File: config.mk
export PLATFORM = sky130hd
export DESIGN_NAME = tiht_alu
export DESIGN_NICKNAME = d
export VERILOG_FILES = /design/src/rtl/core/tiht_pkg.sv /design/src/rtl/core/tiht_alu.sv
export SDC_FILE = /design/constraint.sdc
export NUM_CORES = 1
export LEC_CHECK = 0
export BUFFER_PORTS_ARGS = -buffer_cell sky130_fd_sc_hd__buf_2
export CORE_MARGIN = 5
export CORE_UTILIZATION = 39
export DETAILED_ROUTE_END_ITERATION = 12
export PLACE_DENSITY = 0.73
export SLEW_MARGIN = 20
export SYNTH_ARGS = -nofsm -noshare
export SYNTH_HDL_FRONTEND = slang
export SYNTH_SLANG_ARGS = --single-unit
File: constraint.sdc
create_clock -name vclk -period 5.5
set_clock_uncertainty 0.2 [all_clocks]
set_input_delay 1.65 -clock vclk [all_inputs]
set_output_delay 1.65 -clock vclk [all_outputs]
set_load 0.05 [all_outputs]
File: src/rtl/core/tiht_pkg.sv
package tiht_pkg;

	localparam int TICK_W = 32;

	localparam logic [2:0] KIND_PUT     = 3'd0;
	localparam logic [2:0] KIND_GET     = 3'd1;
	localparam logic [2:0] KIND_HOLD    = 3'd2;
	localparam logic [2:0] KIND_IDLE    = 3'd3;
	localparam logic [2:0] KIND_PROMOTE = 3'd4;

	localparam logic [15:0] IDLE_BUTTONS = 16'hFFFF;

	typedef struct packed {
		logic [2:0]        kind;
		logic [2:0]        slot;
		logic [31:0]       tick;
		logic [15:0]       buttons;
		logic signed [7:0] stick_x;
		logic signed [7:0] stick_y;
		logic              analog;
		logic              predicted;
		logic              frame_valid;
	} req_t;

	typedef struct packed {
		logic              ok;
		logic [31:0]       out_tick;
		logic [15:0]       out_buttons;
		logic signed [7:0] out_stick_x;
		logic signed [7:0] out_stick_y;
		logic              out_analog;
		logic              out_predicted;
		logic [31:0]       invents_done;
		logic [31:0]       promotes_done;
	} rsp_t;

	typedef struct packed {
		logic              predicted;
		logic              analog;
		logic signed [7:0] stick_y;
		logic signed [7:0] stick_x;
		logic [15:0]       buttons;
	} payload_t;

	typedef struct packed {
		logic        valid;
		logic [31:0] tag;
		payload_t    payload;
	} entry_t;

	typedef struct packed {
		logic [31:0] diff;
		logic        borrow;
		logic        eq;
	} alu_res_t;

	localparam payload_t IDLE_PAYLOAD = '{
		predicted: 1'b1,
		analog:    1'b0,
		stick_y:   8'sd0,
		stick_x:   8'sd0,
		buttons:   IDLE_BUTTONS
	};

endpackage

File: src/rtl/core/tiht_alu.sv
module tiht_alu (
	input  logic [31:0]       a,
	input  logic [31:0]       b,
	output tiht_pkg::alu_res_t res
);
	import tiht_pkg::*;

	logic [32:0] sub;

	assign sub        = {1'b0, a} - {1'b0, b};
	assign res.diff   = sub[31:0];
	assign res.borrow = sub[32];
	assign res.eq     = (a == b);

endmodule

==> out/qor.txt <==
Post-Synth Adder-Cell Area: 0.213
number of global-route vias before repair: 2768
GRT busiest layer: met2
Tmin final: 5.60 ns
largest net degree at the start of global routing: 9
Post-Syn Nets: 386
mux cell area share after synthesis: 0.00508
yosys warns: 0
XOR/XNOR Fraction of Synth Area: 0.124
Iteration-0 DRC Markers: 120
fin crit share: 1.02
synthesis-to-layout area growth: 93.3%
Cell Area, Synth: 0.00197 sq mm
area fraction in and, or, nand and nor cells after synthesis: 0.236
crit path DAT: 3.75 ns
CP Data Required Time: 3.65 ns
Critical Path Most Common Cell: buf_6
Max Cap Viol: 0
Final Setup Violations: 5
CP endpoint kind: primary output
slowest CP cell: fa_2
CP Class: input port to primary output
area of the multi-input gates: 0.00237 sq mm
LEAKAGE: 1.88 nW
diode count: 0
drt drc: 0
largest family of logic cells by synthesized area: compound AO/OA/AOI/OAI gates
Hold Crit Depth: 4
RePlAce Congestion: 0.928
FMAX: 179 MHz
most frequent cells in the layout: buf_2, buf_4, inv_1
Core Area: 0.00482 sq mm
M2 GR Usage: 0.403
Register Area: 0 sq um
final hold violation count: 0
min-delay src: a[31]
global-route track usage on met1: 0.261
CP startpoint: a[0]
remaining antenna violation count after routing: 0
met3 Use GR: 0.0222
PwrDens: 189 mW/mm^2
vias: 2802
hold_buf cts: 0
PortBufs: 98
Post-Syn Area per Cell: 6.82 sq um
Crit path largest cell delay: 0.37 ns
DIE AREA: 0.00658 sq mm
Pwr Total: 719 uW
Initial Util: 0.409
clock buffer count: 0
gr usage total: 0.219
sequential cell count: 0
first-pass GRT wire length: 11.8 mm
Die W: 81.1 microns
# nets final: 552
layout cells sized above 1: 0.558
sequential element share of the synthesized area: 0
Hold Crit Class: input port to primary output
failing checks: setup timing
Hold Path Sink: res[1]
WL final: 7.84 mm
# IOs: 98
worst slew margin relative to its limit: 0.759
initial antenna violation count: 0
Cells after Synth: 289
chip height: 81.1 microns
CP cell instances: buf_6 > inv_4 > ha_4 > fa_2 > nor2b_4 > o21ba_4 > buf_6 > o21ba_4 > o21ai_4 > o41ai_4 > a31oi_4 > xnor2_4 > buf_6
Setup crit start kind: input port
Pre-Repair DR Iteration Count: 4
post-synth cell types: 56
drt via density: 5.39
wire per inst: 15.1 microns
GRT Residual Overflow: 0
fin. max-slew vios: 0
post-synthesis compound-gate area fraction: 0.327
worst setup margin: -0.0976 ns
Least-Margin Pin Slew: 0.357 ns
DPL Wire Length: 5.67 mm
status: finished, violations left
RSZ-0062 raised after global routing: yes
Crit Path Max Fanout: 2
num rows: 25
most common cell after layout, fill and taps aside: buf_2
Layout fillers: 332
Max VDD drop: 0.125 mV
WHS: 3.52 ns
-- layout make-up --
type	instances	share of cell area
inverters	40	0.0414
well taps	67	0.0220
multi-input cells	241	0.621
repair buffers	172	0.315
-- worst max-delay path: cells and delay by family --
kind,cells,cell delay [ns]
buffers and inverters,4,0.37
AO/OA/AOI/OAI,5,0.88
AND/OR/NAND/NOR,1,0.14
XOR/XNOR,1,0.18
adder cells (fa/ha/maj),2,0.52
-- power by group --
part | internal, mW | switching, mW
Sequential | 0 | 0
Clock | 0 | 0
Combinational | 0.291 | 0.428
-- through the flow --
step	cells	utilization	area [sq um]	setup TNS [ns]	setup WS [ns]
after floorplan	289	-	2150	-0.482	-0.127
after global placement	510	0.659	3170	-1.65	-0.202
after detailed placement	510	0.659	3170	-2.04	-0.259
after CTS	519	0.755	3640	-0.539	-0.159
after global routing	520	0.791	3810	-0.712	-0.164
final	520	0.791	3810	-0.195	-0.0976
-- cells in the mapped netlist (6+ instances only) --
cell / instances / area share
a21o_1: 9 / 0.034
nand3_1: 8 / 0.020
xnor2_1: 15 / 0.067
xor2_1: 13 / 0.058
nor2b_1: 6 / 0.019
nand4_1: 6 / 0.019
o21a_1: 6 / 0.023
a21oi_1: 31 / 0.079
ha_1: 32 / 0.20
nor2_1: 14 / 0.027
o21ai_0: 18 / 0.046
nand2_1: 25 / 0.048
inv_1: 40 / 0.076
-- logic make-up (layout without fill, tap and decap cells) --
kind of cell    Yosys count  after routing
mux                       1              1
compound gates           95             95
buf+inv                  48            212
xor+xnor                 28             28
fa+ha+maj                33             33
simple gates             84             84
-- metal layers --
metal	vias up	part of all wire
met5	-	0
met4	0	0.037
met3	30	0.065
met2	133	0.51
met1	1278	0.39
li1	1361	-
-- repair_timing --
| item | CTS | global route |
|---|---|---|
| setup endpoints to repair | 13 | 21 |
| pin swaps | 27 | 19 |
| resized for setup | 73 | 38 |
| setup buffers | 10 | 3 |
-- how the worst max path moves through the flow --
stage	depth (start not counted)	end
floorplan	10	res[24]
global placement	11	res[32]
detailed placement	11	res[32]
CTS	12	res[32]
global route	13	res[31]
finish	13	res[30]
(Power assumes the default switching activity.)
